File: config.mk
export PLATFORM = sky130hd
export DESIGN_NAME = huffman_code_builder
export DESIGN_NICKNAME = d
export VERILOG_FILES = /design/src/sv/hcb_pkg.sv /design/src/sv/hcb_front.sv /design/src/sv/hcb_back.sv /design/src/sv/huffman_code_builder.sv
export SDC_FILE = /design/constraint.sdc
export NUM_CORES = 2
export LEC_CHECK = 0
export BUFFER_PORTS_ARGS = -buffer_cell sky130_fd_sc_hd__buf_4
export CORE_MARGIN = 8
export CORE_UTILIZATION = 60
export DETAILED_ROUTE_END_ITERATION = 8
export PLACE_DENSITY = 0.88
export RECOVER_POWER = 100
export SYNTH_ARGS = -nofsm -noshare
export SYNTH_HDL_FRONTEND = slang
export SYNTH_SLANG_ARGS = --single-unit
File: constraint.sdc
create_clock -name clk -period 21.1 [get_ports clk]
set_input_delay 6.33 -clock clk [delete_from_list [all_inputs] [get_ports clk]]
set_output_delay 6.33 -clock clk [all_outputs]
set_load 0.01 [all_outputs]
File: src/sv/hcb_pkg.sv
// Shared constants and types for the Huffman code builder.
package hcb_pkg;
  localparam int MaxSymbols = 32;
  localparam int WeightBits = 16;
  localparam int NodeDepth  = 2 * MaxSymbols - 1;
  localparam int NodeW      = $clog2(NodeDepth);
  localparam int CountW     = $clog2(MaxSymbols + 1);
  localparam int NodeWtW    = WeightBits + $clog2(MaxSymbols);
  localparam int SymW       = 5;
  localparam int CodeW      = 31;
  localparam int LenW       = 5;

  typedef struct packed {
    logic [WeightBits-1:0] weight;
    logic                  is_last;
  } item_t;

  typedef enum logic [2:0] {
    ST_LOAD,
    ST_SCAN_A,
    ST_SCAN_B,
    ST_MERGE,
    ST_WALK,
    ST_WALK_P,
    ST_WALK_L,
    ST_EMIT
  } bst_t;
endpackage

File: src/sv/hcb_front.sv
// Input side: accepts weight transfers and queues them for the build engine.
module hcb_front (
  input  logic           clk,
  input  logic           rst_n,
  input  logic           in_valid,
  output logic           in_stall,
  input  hcb_pkg::item_t in_item,
  output logic           q_valid,
  input  logic           q_pop,
  output hcb_pkg::item_t q_item
);
  hcb_pkg::item_t buf_r [2];
  logic [1:0] cnt_r, cnt_nxt;
  logic       wp_r, rp_r;
  logic       push;

  assign in_stall = (cnt_r == 2'd2);
  assign push     = in_valid && !in_stall;
  assign q_valid  = (cnt_r != 2'd0);
  assign q_item   = buf_r[rp_r];

  always_comb begin
    cnt_nxt = cnt_r + {1'b0, push} - {1'b0, q_pop};
  end

  always_ff @(posedge clk) begin
    if (!rst_n) begin
      cnt_r <= '0;
      wp_r  <= 1'b0;
      rp_r  <= 1'b0;
    end else begin
      cnt_r <= cnt_nxt;
      if (push) wp_r <= !wp_r;
      if (q_pop) rp_r <= !rp_r;
    end
  end

  always_ff @(posedge clk) begin
    if (push) buf_r[wp_r] <= in_item;
  end

  a_no_over: assert property (@(posedge clk) disable iff (!rst_n)
    cnt_r != 2'd3) else $error("queue count out of range");
  a_pop_ok: assert property (@(posedge clk) disable iff (!rst_n)
    q_pop |-> q_valid) else $error("pop from empty queue");
  a_full_stall: assert property (@(posedge clk) disable iff (!rst_n)
    (cnt_r == 2'd2) |-> in_stall) else $error("full queue not stalling");
endmodule

File: src/sv/hcb_back.sv
// Build engine: stores weights, merges nodes, walks the tree and emits codes.
module hcb_back (
  input  logic                        clk,
  input  logic                        rst_n,
  input  logic                        q_valid,
  output logic                        q_pop,
  input  hcb_pkg::item_t              q_item,
  output logic                        out_valid,
  input  logic                        out_stall,
  output logic [hcb_pkg::SymW-1:0]    out_symbol_index,
  output logic [hcb_pkg::CodeW-1:0]   out_code_bits,
  output logic [hcb_pkg::LenW-1:0]    out_code_length,
  output logic                        out_final_code
);
  logic [hcb_pkg::NodeWtW-1:0] wt_mem  [hcb_pkg::NodeDepth];
  logic [hcb_pkg::NodeW-1:0]   par_mem [hcb_pkg::NodeDepth];
  logic [hcb_pkg::NodeW-1:0]   lc_mem  [hcb_pkg::NodeDepth];
  logic [hcb_pkg::NodeDepth-1:0] hasp_r;

  hcb_pkg::bst_t st_r, st_nxt;
  logic [hcb_pkg::CountW-1:0]  cnt_r;
  logic [hcb_pkg::NodeW-1:0]   n_r, nn_r, idx_r, a_r, b_r, best_r, sym_r, cur_r;
  logic [hcb_pkg::NodeW-1:0]   pidx_r, par_rd_r, lc_rd_r;
  logic                        found_r, pv_r;
  logic [hcb_pkg::NodeWtW-1:0] bestw_r, wa_r, wb_r, rdw_r;
  logic [hcb_pkg::CodeW-1:0]   code_r;
  logic [hcb_pkg::LenW-1:0]    len_r;
  logic                        ov_r;

  logic        scan_end, cand, walk_end, out_take;

  assign out_take = out_valid && !out_stall;
  // a scan ends once every node is issued and the last read has been compared
  assign scan_end = (idx_r == nn_r) && !pv_r;
  assign cand = !hasp_r[pidx_r] && !(st_r == hcb_pkg::ST_SCAN_B && pidx_r == a_r) &&
                (!found_r || rdw_r < bestw_r);
  assign walk_end = !hasp_r[cur_r] || (len_r == hcb_pkg::LenW'(hcb_pkg::CodeW));
  assign q_pop = (st_r == hcb_pkg::ST_LOAD) && q_valid && !ov_r;

  always_comb begin
    st_nxt = st_r;
    unique case (st_r)
      hcb_pkg::ST_LOAD:
        if (q_pop && q_item.is_last) begin
          st_nxt = (cnt_r == '0) ? hcb_pkg::ST_WALK : hcb_pkg::ST_SCAN_A;
        end
      hcb_pkg::ST_SCAN_A: if (scan_end) st_nxt = hcb_pkg::ST_SCAN_B;
      hcb_pkg::ST_SCAN_B: if (scan_end) st_nxt = hcb_pkg::ST_MERGE;
      hcb_pkg::ST_MERGE:
        st_nxt = (nn_r + 1'b1 == n_r + n_r - 1'b1) ? hcb_pkg::ST_WALK : hcb_pkg::ST_SCAN_A;
      hcb_pkg::ST_WALK: st_nxt = walk_end ? hcb_pkg::ST_EMIT : hcb_pkg::ST_WALK_P;
      hcb_pkg::ST_WALK_P: st_nxt = hcb_pkg::ST_WALK_L;
      hcb_pkg::ST_WALK_L: st_nxt = hcb_pkg::ST_WALK;
      hcb_pkg::ST_EMIT:
        if (out_take) st_nxt = (sym_r + 1'b1 == n_r) ? hcb_pkg::ST_LOAD : hcb_pkg::ST_WALK;
      default: st_nxt = hcb_pkg::ST_LOAD;
    endcase
  end

  always_comb begin
    out_valid        = (st_r == hcb_pkg::ST_EMIT);
    out_symbol_index = hcb_pkg::SymW'(sym_r);
    out_code_bits    = code_r;
    out_code_length  = len_r;
    out_final_code   = (sym_r + 1'b1 == n_r);
  end

  always_ff @(posedge clk) begin
    if (!rst_n) begin
      st_r  <= hcb_pkg::ST_LOAD;
      cnt_r <= '0;
      ov_r  <= 1'b0;
    end else begin
      st_r <= st_nxt;
      ov_r <= 1'b0;
      if (q_pop) begin
        if (q_item.is_last) cnt_r <= '0;
        else if (cnt_r != hcb_pkg::CountW'(hcb_pkg::MaxSymbols)) cnt_r <= cnt_r + 1'b1;
      end
    end
  end

  // datapath; a last item counts as a symbol even with nothing stored, but not with no slot left
  logic [hcb_pkg::NodeW:0] nfin;
  always_comb begin
    nfin = (cnt_r == hcb_pkg::CountW'(hcb_pkg::MaxSymbols)) ? (hcb_pkg::NodeW+1)'(cnt_r)
         : (hcb_pkg::NodeW+1)'(cnt_r) + 1'b1;
  end

  always_ff @(posedge clk) begin
    unique case (st_r)
      hcb_pkg::ST_LOAD: begin
        if (q_pop) begin
          if (cnt_r != hcb_pkg::CountW'(hcb_pkg::MaxSymbols))
            wt_mem[cnt_r[hcb_pkg::NodeW-1:0]] <= hcb_pkg::NodeWtW'(q_item.weight);
          if (q_item.is_last) begin
            n_r    <= hcb_pkg::NodeW'(nfin);
            nn_r   <= hcb_pkg::NodeW'(nfin);
            hasp_r <= '0;
            idx_r  <= '0;
            pv_r   <= 1'b0;
            found_r <= 1'b0;
            sym_r  <= '0;
            cur_r  <= '0;
            code_r <= '0;
            len_r  <= '0;
          end
        end
      end
      hcb_pkg::ST_SCAN_A, hcb_pkg::ST_SCAN_B: begin
        if (scan_end) begin
          if (st_r == hcb_pkg::ST_SCAN_A) begin
            a_r <= best_r; wa_r <= bestw_r;
          end else begin
            b_r <= best_r; wb_r <= bestw_r;
          end
          par_mem[best_r] <= nn_r;
          idx_r <= '0;
          found_r <= 1'b0;
        end else begin
          // compare the node read last cycle while the next read is issued
          if (pv_r && cand) begin
            best_r <= pidx_r; bestw_r <= rdw_r; found_r <= 1'b1;
          end
          if (idx_r != nn_r) begin
            rdw_r  <= wt_mem[idx_r];
            pidx_r <= idx_r;
            idx_r  <= idx_r + 1'b1;
          end
          pv_r <= (idx_r != nn_r);
        end
      end
      hcb_pkg::ST_MERGE: begin
        hasp_r[a_r] <= 1'b1;
        hasp_r[b_r] <= 1'b1;
        lc_mem[nn_r] <= a_r;
        wt_mem[nn_r] <= wa_r + wb_r;
        nn_r <= nn_r + 1'b1;
      end
      hcb_pkg::ST_WALK: begin
        if (!walk_end) par_rd_r <= par_mem[cur_r];
      end
      hcb_pkg::ST_WALK_P: begin
        lc_rd_r <= lc_mem[par_rd_r];
      end
      hcb_pkg::ST_WALK_L: begin
        if (lc_rd_r != cur_r) code_r[len_r] <= 1'b1;
        len_r <= len_r + 1'b1;
        cur_r <= par_rd_r;
      end
      hcb_pkg::ST_EMIT: begin
        if (out_take) begin
          sym_r  <= sym_r + 1'b1;
          cur_r  <= sym_r + 1'b1;
          code_r <= '0;
          len_r  <= '0;
        end
      end
      default: ;
    endcase
  end

  a_emit_hold: assert property (@(posedge clk) disable iff (!rst_n)
    out_valid && out_stall |=> out_valid && $stable(out_code_bits))
    else $error("stalled result changed");
  a_no_pop_busy: assert property (@(posedge clk) disable iff (!rst_n)
    (st_r != hcb_pkg::ST_LOAD) |-> !q_pop) else $error("pop during build");
  a_merge_next: assert property (@(posedge clk) disable iff (!rst_n)
    (st_r == hcb_pkg::ST_MERGE) |=> (st_r == hcb_pkg::ST_SCAN_A || st_r == hcb_pkg::ST_WALK))
    else $error("bad merge successor");
endmodule

File: src/sv/huffman_code_builder.sv
// Top level of the Huffman code builder: input queue plus build engine.
// channel | direction | handshake           | payload
// in      | input     | in_valid/in_stall   | in_weight, in_is_last
// out     | output    | out_valid/out_stall | symbol_index, code_bits, code_length, final_code
// Each weight is one transfer. For a set of n weights, the merge that makes node k
// (k = n..2n-2) scans k nodes twice, once for each of the two lightest parentless nodes.
// Each code walks its leaf-to-root path one level per pass through WALK, WALK_P and
// WALK_L, sees the root in WALK, then waits in EMIT until taken. Synchronous active-low
// reset returns to loading. The queue drains only while loading, so input stalls once it
// fills during a build; results hold under out_stall.
module huffman_code_builder (
  input  logic                            clk,
  input  logic                            rst_n,
  input  logic                            in_valid,
  output logic                            in_stall,
  input  logic [hcb_pkg::WeightBits-1:0]  in_weight,
  input  logic                            in_is_last,
  output logic                            out_valid,
  input  logic                            out_stall,
  output logic [hcb_pkg::SymW-1:0]        out_symbol_index,
  output logic [hcb_pkg::CodeW-1:0]       out_code_bits,
  output logic [hcb_pkg::LenW-1:0]        out_code_length,
  output logic                            out_final_code
);
  hcb_pkg::item_t in_item, q_item;
  logic q_valid, q_pop;

  assign in_item.weight  = in_weight;
  assign in_item.is_last = in_is_last;

  hcb_front u_front (
    .clk, .rst_n, .in_valid, .in_stall, .in_item, .q_valid, .q_pop, .q_item
  );

  hcb_back u_back (
    .clk, .rst_n, .q_valid, .q_pop, .q_item, .out_valid, .out_stall,
    .out_symbol_index, .out_code_bits, .out_code_length, .out_final_code
  );
endmodule

After elaboration in Yosys (flattened, before gate mapping)
Memory sizes are Yosys's and may differ from the RTL's. A register that Yosys moved wholly into a read port is not among the register bits.
Cells that the tools add are included.
{"block": "word_totals", "reg_bits": 231, "mem_bits_rw": 2113, "inputBits": 21, "out_inout_bits": 44, "elab_cells": 195, "n_memories": 4}
{"memory": "u_back.wt_mem", "words": 63, "width": 21, "rd": 1, "rd_clocked_by_memory_dff": 1, "wr": 1, "line_no": "hcb_back.sv:15", "rtl": "logic [hcb_pkg::NodeWtW-1:0] wt_mem [hcb_pkg::NodeDepth];"}
{"memory": "u_back.lc_mem", "words": 63, "width": 6, "rd": 1, "rd_clocked_by_memory_dff": 1, "wr": 1, "line_no": "hcb_back.sv:17", "rtl": "logic [hcb_pkg::NodeW-1:0] lc_mem [hcb_pkg::NodeDepth];"}
{"memory": "u_back.par_mem", "words": 63, "width": 6, "rd": 1, "rd_clocked_by_memory_dff": 1, "wr": 1, "line_no": "hcb_back.sv:16", "rtl": "logic [hcb_pkg::NodeW-1:0] par_mem [hcb_pkg::NodeDepth];"}
{"memory": "u_front.buf_r", "words": 2, "width": 17, "rd": 1, "rd_clocked_by_memory_dff": 1, "wr": 1, "line_no": "hcb_front.sv:12", "rtl": "hcb_pkg::item_t buf_r [2];"}
{"block": "op_classes", "add_sub_neg": 11, "order_cmp": 9, "n_eq_ne": 27, "mux": 68, "n_bitwise": 6, "reduce_logical": 48}
{"op": "$mux W63", "n": 2}
{"op": "$or A63 B63 Y63", "n": 2}
{"op": "$pmux W63 S2", "n": 1}
{"op": "$mux W31", "n": 4}
{"op": "$pmux W31 S3", "n": 1}
{"op": "$mux W6", "n": 11}
{"op": "$pmux W6 S2", "n": 3}
{"op": "$or A31 B31 Y31", "n": 1}
{"op": "$add A6 B1 Y6 const B", "n": 5}
{"op": "$lt A6 B7 Y1 const B", "n": 4}
{"op": "$eq A6 B6 Y1", "n": 4}
{"op": "$mux W1", "n": 24}
{"op": "$pmux W3 S8", "n": 1}
{"op": "$reduce_and A4 Y1", "n": 6}
{"op": "$add A21 B21 Y21", "n": 1}
{"op": "$lt A21 B21 Y1", "n": 1}
{"op": "$mux W21", "n": 1}
{"op": "$mux W3", "n": 7}
{"op": "$reduce_or A21 Y1", "n": 1}
{"op": "$pmux W6 S3", "n": 1}
{"op": "$reduce_and A3 Y1", "n": 6}
{"op": "$mux W5", "n": 3}
{"op": "$pmux W5 S3", "n": 1}
{"op": "$bmux W1 S6", "n": 2}
{"op": "34 further kinds", "n": 76}

Logic depth before layout (Yosys ltp)
{"block": "logic_depth", "ltp_word": 9, "depth_mapped": 11, "depth_no_buf": 10}

Cells and area by module
A second synthesis with hierarchy kept.
{"block": "hier_totals", "cells_unflattened": 4628, "area_unflattened_um2": 95228.8}
{"mod": "hcb_back", "n_inst": 1, "cells_per_inst": 4551, "area_per_inst_um2": 93717.4, "seq_area_each_um2": 70147.3}
{"mod": "hcb_front", "n_inst": 1, "cells_per_inst": 77, "area_per_inst_um2": 1511.4, "seq_area_each_um2": 1121.1}

Worst setup path after synthesis
Ideal clock, no wire load.
{"block": "synth_timing", "path_kind": "input -> register", "startpoint": "input out_stall", "endpoint": "register u_back.code_r, in the netlist u_back.out_code_bits[0] (enable)", "setup_ns": 0.458, "arrival_time_ns": 8.741, "required_time_ns": 20.642, "setup_slack_ns": 11.901, "cell_stages": 3, "n_path_buf": 0, "cell_sequence": "nand2_1 -> o21ai_0 -> nor3_1"}
{"block": "synth_between", "elab_chain_len": 4}
{"element": "start: declaration", "line_no": "huffman_code_builder.sv:19", "rtl": "input logic out_stall,"}
{"element": "$logic_not A1 Y1", "line_no": "hcb_back.sv:32", "rtl": "assign out_take = out_valid && !out_stall;"}
{"element": "$logic_and A1 B1 Y1", "line_no": "hcb_back.sv:32"}
{"element": "$ne A2 B2 Y1 (no source line)"}
{"element": "$reduce_and A5 Y1 (no source line)"}
{"element": "end signal: assignment", "line_no": "hcb_back.sv:105", "rtl": "code_r <= '0;"}
{"element": "end signal: indexed assignment", "line_no": "hcb_back.sv:147", "rtl": "if (lc_rd_r != cur_r) code_r[len_r] <= 1'b1;"}
{"element": "end signal: assignment", "line_no": "hcb_back.sv:155", "rtl": "code_r <= '0;"}
{"element": "end: declaration", "line_no": "hcb_back.sv:26", "rtl": "logic [hcb_pkg::CodeW-1:0] code_r;"}
No other way between the ends.
A chain may end at the register's enable or synchronous reset.

Final worst setup path
{"block": "layout_timing", "startpoint": "register u_back.sym_r[0] (netlist name)", "endpoint": "output out_final_code"}
{"block": "layout_between", "elab_chain_len": 2}
{"element": "start: declaration", "line_no": "hcb_back.sv:22", "rtl": "logic [hcb_pkg::NodeW-1:0] n_r, nn_r, idx_r, a_r, b_r, best_r, sym_r, cur_r;"}
{"element": "start signal: assignment", "line_no": "hcb_back.sv:153", "rtl": "sym_r <= sym_r + 1'b1;"}
{"element": "$add A6 B1 Y6", "line_no": "hcb_back.sv:65", "rtl": "out_final_code = (sym_r + 1'b1 == n_r);"}
{"element": "$eq A6 B6 Y1", "line_no": "hcb_back.sv:65"}
{"element": "end: declaration", "line_no": "huffman_code_builder.sv:23", "rtl": "output logic out_final_code"}
No other way between the ends.

==> run_results.csv <==
group,metric,value,unit
place,placed_area,0.09862,mm²
clock_network,tritoncts,"built",
global_routing,antenna_found_initial,6,
synthesis,syn_inst,4669,
cells_and_area,finalInstanceArea,0.1045,mm²
floorplanning,start_util,0.6034,
sta,rsz0062_at_grt,"no",
sta,fmax,101.2,MHz
clock_network,cts_buffer_depth,3,
place,numPortBuffers,64,
floorplanning,fp.dieArea,0.1719,mm²
clock_network,clock-sinks,2378,
global_routing,grt_pass1_vias,52220,
clock_network,ctsResizeCount,0,
sta,fin_ws,11220,ps
outcome,violations,"design-rule violations, max-capacitance violations, max-slew violations",
synthesis,syn-num-nets,4744,
sta,max_slew.worst_pin.slew,4610,ps
setup_path,worst_ep_arrival_time,3550,ps
sta,final-setup-viol-count,0,
setup_path,r2r_setup_slack,11680,ps
route,vias,51580,
setup_path,r2r-start,"u_back.cur_r[0]",
sta,min_period,9882,ps
setup_path,timing.rr.end,"u_back.par_rd_r[4]",
cells_and_area,layout_common_cells,"edfxtp_1 (2364), mux4_2 (663), nor2_1 (380), clkbuf_16 (217), clkbuf_1 (215)",
synthesis,synthMuxAreaShare,0.1669,
synthesis,ys_warn_count,0,
synthesis,synth_area_leader_cell,"edfxtp_1",
route,wl_per_cell,36.75,µm
synthesis,yosys.area.top_type_share,0.7446,
clock_network,clkLatencyLatePin,850,ps
place,dp_hpwl,135.7,mm
sta,timing.slew.headroom,-2.073,
clock_network,ctsHoldBuffers,0,
floorplanning,chipHeight,414.6,µm
setup_path,critPathLaunchType,"flip-flop",
synthesis,synth-compound-area-share,0.02119,
setup_path,cp-end-kind,"output port",
cells_and_area,layout_commonest_cell,"edfxtp_1",
synthesis,ys_types,62,
place,place_ws,12410,ps
synthesis,synthArstFlopShare,0,
clock_network,cts_root_buffer,"clkbuf_16",
cells_and_area,syn_to_final_growth,9.653,%
setup_path,critPathBufInv,1,
synthesis,ys_seq_area_frac,0.7475,
flow_run,maxCapViolCount,104,
cells_and_area,drive_above_1_share,0.2151,
synthesis,synth_edf_count,2364,
sta,slew_violations,4108,
synthesis,synth_top_family_by_area,"multiplexers",
sta,hold_violations,0,
setup_path,max_stage_delay,930,ps
clock_network,htreeDepth,4,
sta,skew,40.15,ps
synthesis,syn_area_per_cell,20.42,µm²
route,antenna_left,0,
global_routing,grt_start_max_net_pins,111,
setup_path,crit_fanout,5,
floorplanning,dieWidth,414.6,µm
synthesis,ys_ff_latch,2378,
setup_path,worstPathRequired,14770,ps
sta,finalSetupTns,0,ps
route,drt-vias-per-instance,7.294,
clock_network,postCtsSetupRepairBufs,0,
global_routing,grt_pass1_wl,370.5,mm
setup_path,worstPathCellList,"ha_1 > xnor2_1 > xor2_1 > nand3_1 > nor4_1 > clkbuf_1",
place,placed_cells,6676,
route,top_layer,"met5",
cells_and_area,fin_nets,4892,
setup_path,cpMaxStageDelayCell,"nor4_1",
power_and_ir_drop,powerDensity,125.5,mW/mm²
cells_and_area,layout.cells.non_filler,7072,
sta,min_period_over_period,0.4683,
setup_path,rr_worst_depth,5,
place,gp_congestion,0.9336,
synthesis,ys.flop_type,"edfxtp_1",
global_routing,grt_usage,0.2964,
route,wl_met3,29.61,mm
power_and_ir_drop,ir_drop,113.6,µV
setup_path,path_class,"flip-flop to output port",
route,wl,259.9,mm
worst_hold_path,hp-start,"u_back.rdw_r[8]",
global_routing,grt_overflow,0,
route,firstDrtPassIters,9,
worst_hold_path,hold_path_end,"u_back.bestw_r[8]",
floorplanning,std_cell_rows,146,
clock_network,cts_buffers,211,
worst_hold_path,holdPathStages,0,
synthesis,syn_area,0.09534,mm²
worst_hold_path,hold_class,"flip-flop to flip-flop",
floorplanning,ios,65,
synthesis,synth-simple-area-share,0.03555,
route,drt_iter0_drc,9068,
outcome,status,"finished with violations",
synthesis,synth-xor-area-share,0.006299,
clock_network,clk_pin_slew,60,ps
synthesis,synth_area_leaders,"edfxtp_1 (74%), mux4_2 (16%), nor2_1 (1.6%)",
power_and_ir_drop,p_leak,32.06,nW
synthesis,yosys.area_share.adder,0.007165,
route,wl_met2,129.2,mm
setup_path,critical-path-top-delay-family,"simple AND/OR/NAND/NOR gates",
route,met1Wirelength,81.31,mm
floorplanning,coreArea,0.1580,mm²
route,drc,36,
-- cell usage after synthesis, drive strengths merged, types with 23 or more instances --
library cell,instances
nor2b,28
o22ai,64
a21oi,84
buf,139
nand3b,23
ha,53
xor2,28
nor2,414
a21o,23
mux2i,89
clkbuf,138
mux4,663
o21ai,81
nand2,131
inv,43
nand3,42
a211oi,23
edfxtp,2364
xnor2,38
-- stage by stage --
| stage | utilization | total power, mW | hold slack, ps |
|---|---|---|---|
| final | 0.6616 | 13.12 | 471.6 |
| after global routing | 0.6615 | 13.37 | 480.6 |
| after detailed placement | 0.6242 | 9.073 | 445.7 |
| after global placement | 0.6242 | 8.916 | 439.6 |
| after CTS | 0.6669 | 13.00 | 469.0 |
| after floorplan | - | 8.040 | 420.6 |
-- worst max path at each step --
| stage | slack (ps) | startpoint | to | depth (start not counted) |
|---|---|---|---|---|
| final | 11220 | u_back.sym_r[0] | out_final_code | 6 |
| after CTS | 11270 | u_back.sym_r[0] | out_final_code | 6 |
| after detailed placement | 12410 | u_back.sym_r[0] | out_final_code | 6 |
| after global routing | 10770 | u_back.cur_r[0] | u_back.par_rd_r[0] | 5 |
| after global placement | 12530 | u_back.sym_r[0] | out_final_code | 6 |
| after floorplan | 11900 | out_stall | u_back.out_code_bits[0] | 3 |
-- final cells by class --
cell class	count	area, µm²
Inverter	43	161.4
Clock buffer	260	5592
Clock inverter	129	1169
Multi-Input combinational cell	1971	22790
Antenna cell	7	17.52
Timing Repair Buffer	212	958.4
Fill cell	9163	53470
Tap cell	2072	2592
Sequential cell	2378	71270
-- state kept, by name (all words and copies together), names as in the netlist, 21 cells and up, named ones only --
register / cells
u_back.bestw_r: 21
u_back.hasp_r: 63
u_back.wt_mem: 1323
u_back.rdw_r: 21
u_back.wb_r: 21
u_front.buf_r: 34
u_back.out_code_bits: 31
u_back.wa_r: 21
u_back.lc_mem: 378
u_back.par_mem: 378
-- per-layer routing --
metal / global-route usage / vias to the layer above
li1: - / 19460
met1: 0.3534 / 26070
met2: 0.5008 / 4837
met3: 0.06714 / 1211
met4: 0.1703 / 8
met5: 0.0008331 / -
-- logic make-up after synthesis --
logic type | count (synthesis)
XOR/XNOR | 67
AND/OR/NAND/NOR | 760
multiplexers | 760
buffers and inverters | 320
adder cells (fa/ha/maj) | 54
AO/OA/AOI/OAI | 330
flip-flops | 2378
-- report_power, final --
part           switching (mW)  internal [mW]  leakage, nW
registers               0.152           5.72         21.2
logic                    2.05           1.32         7.50
clock network            1.75           2.12         3.30
(Power assumes the default switching activity.)
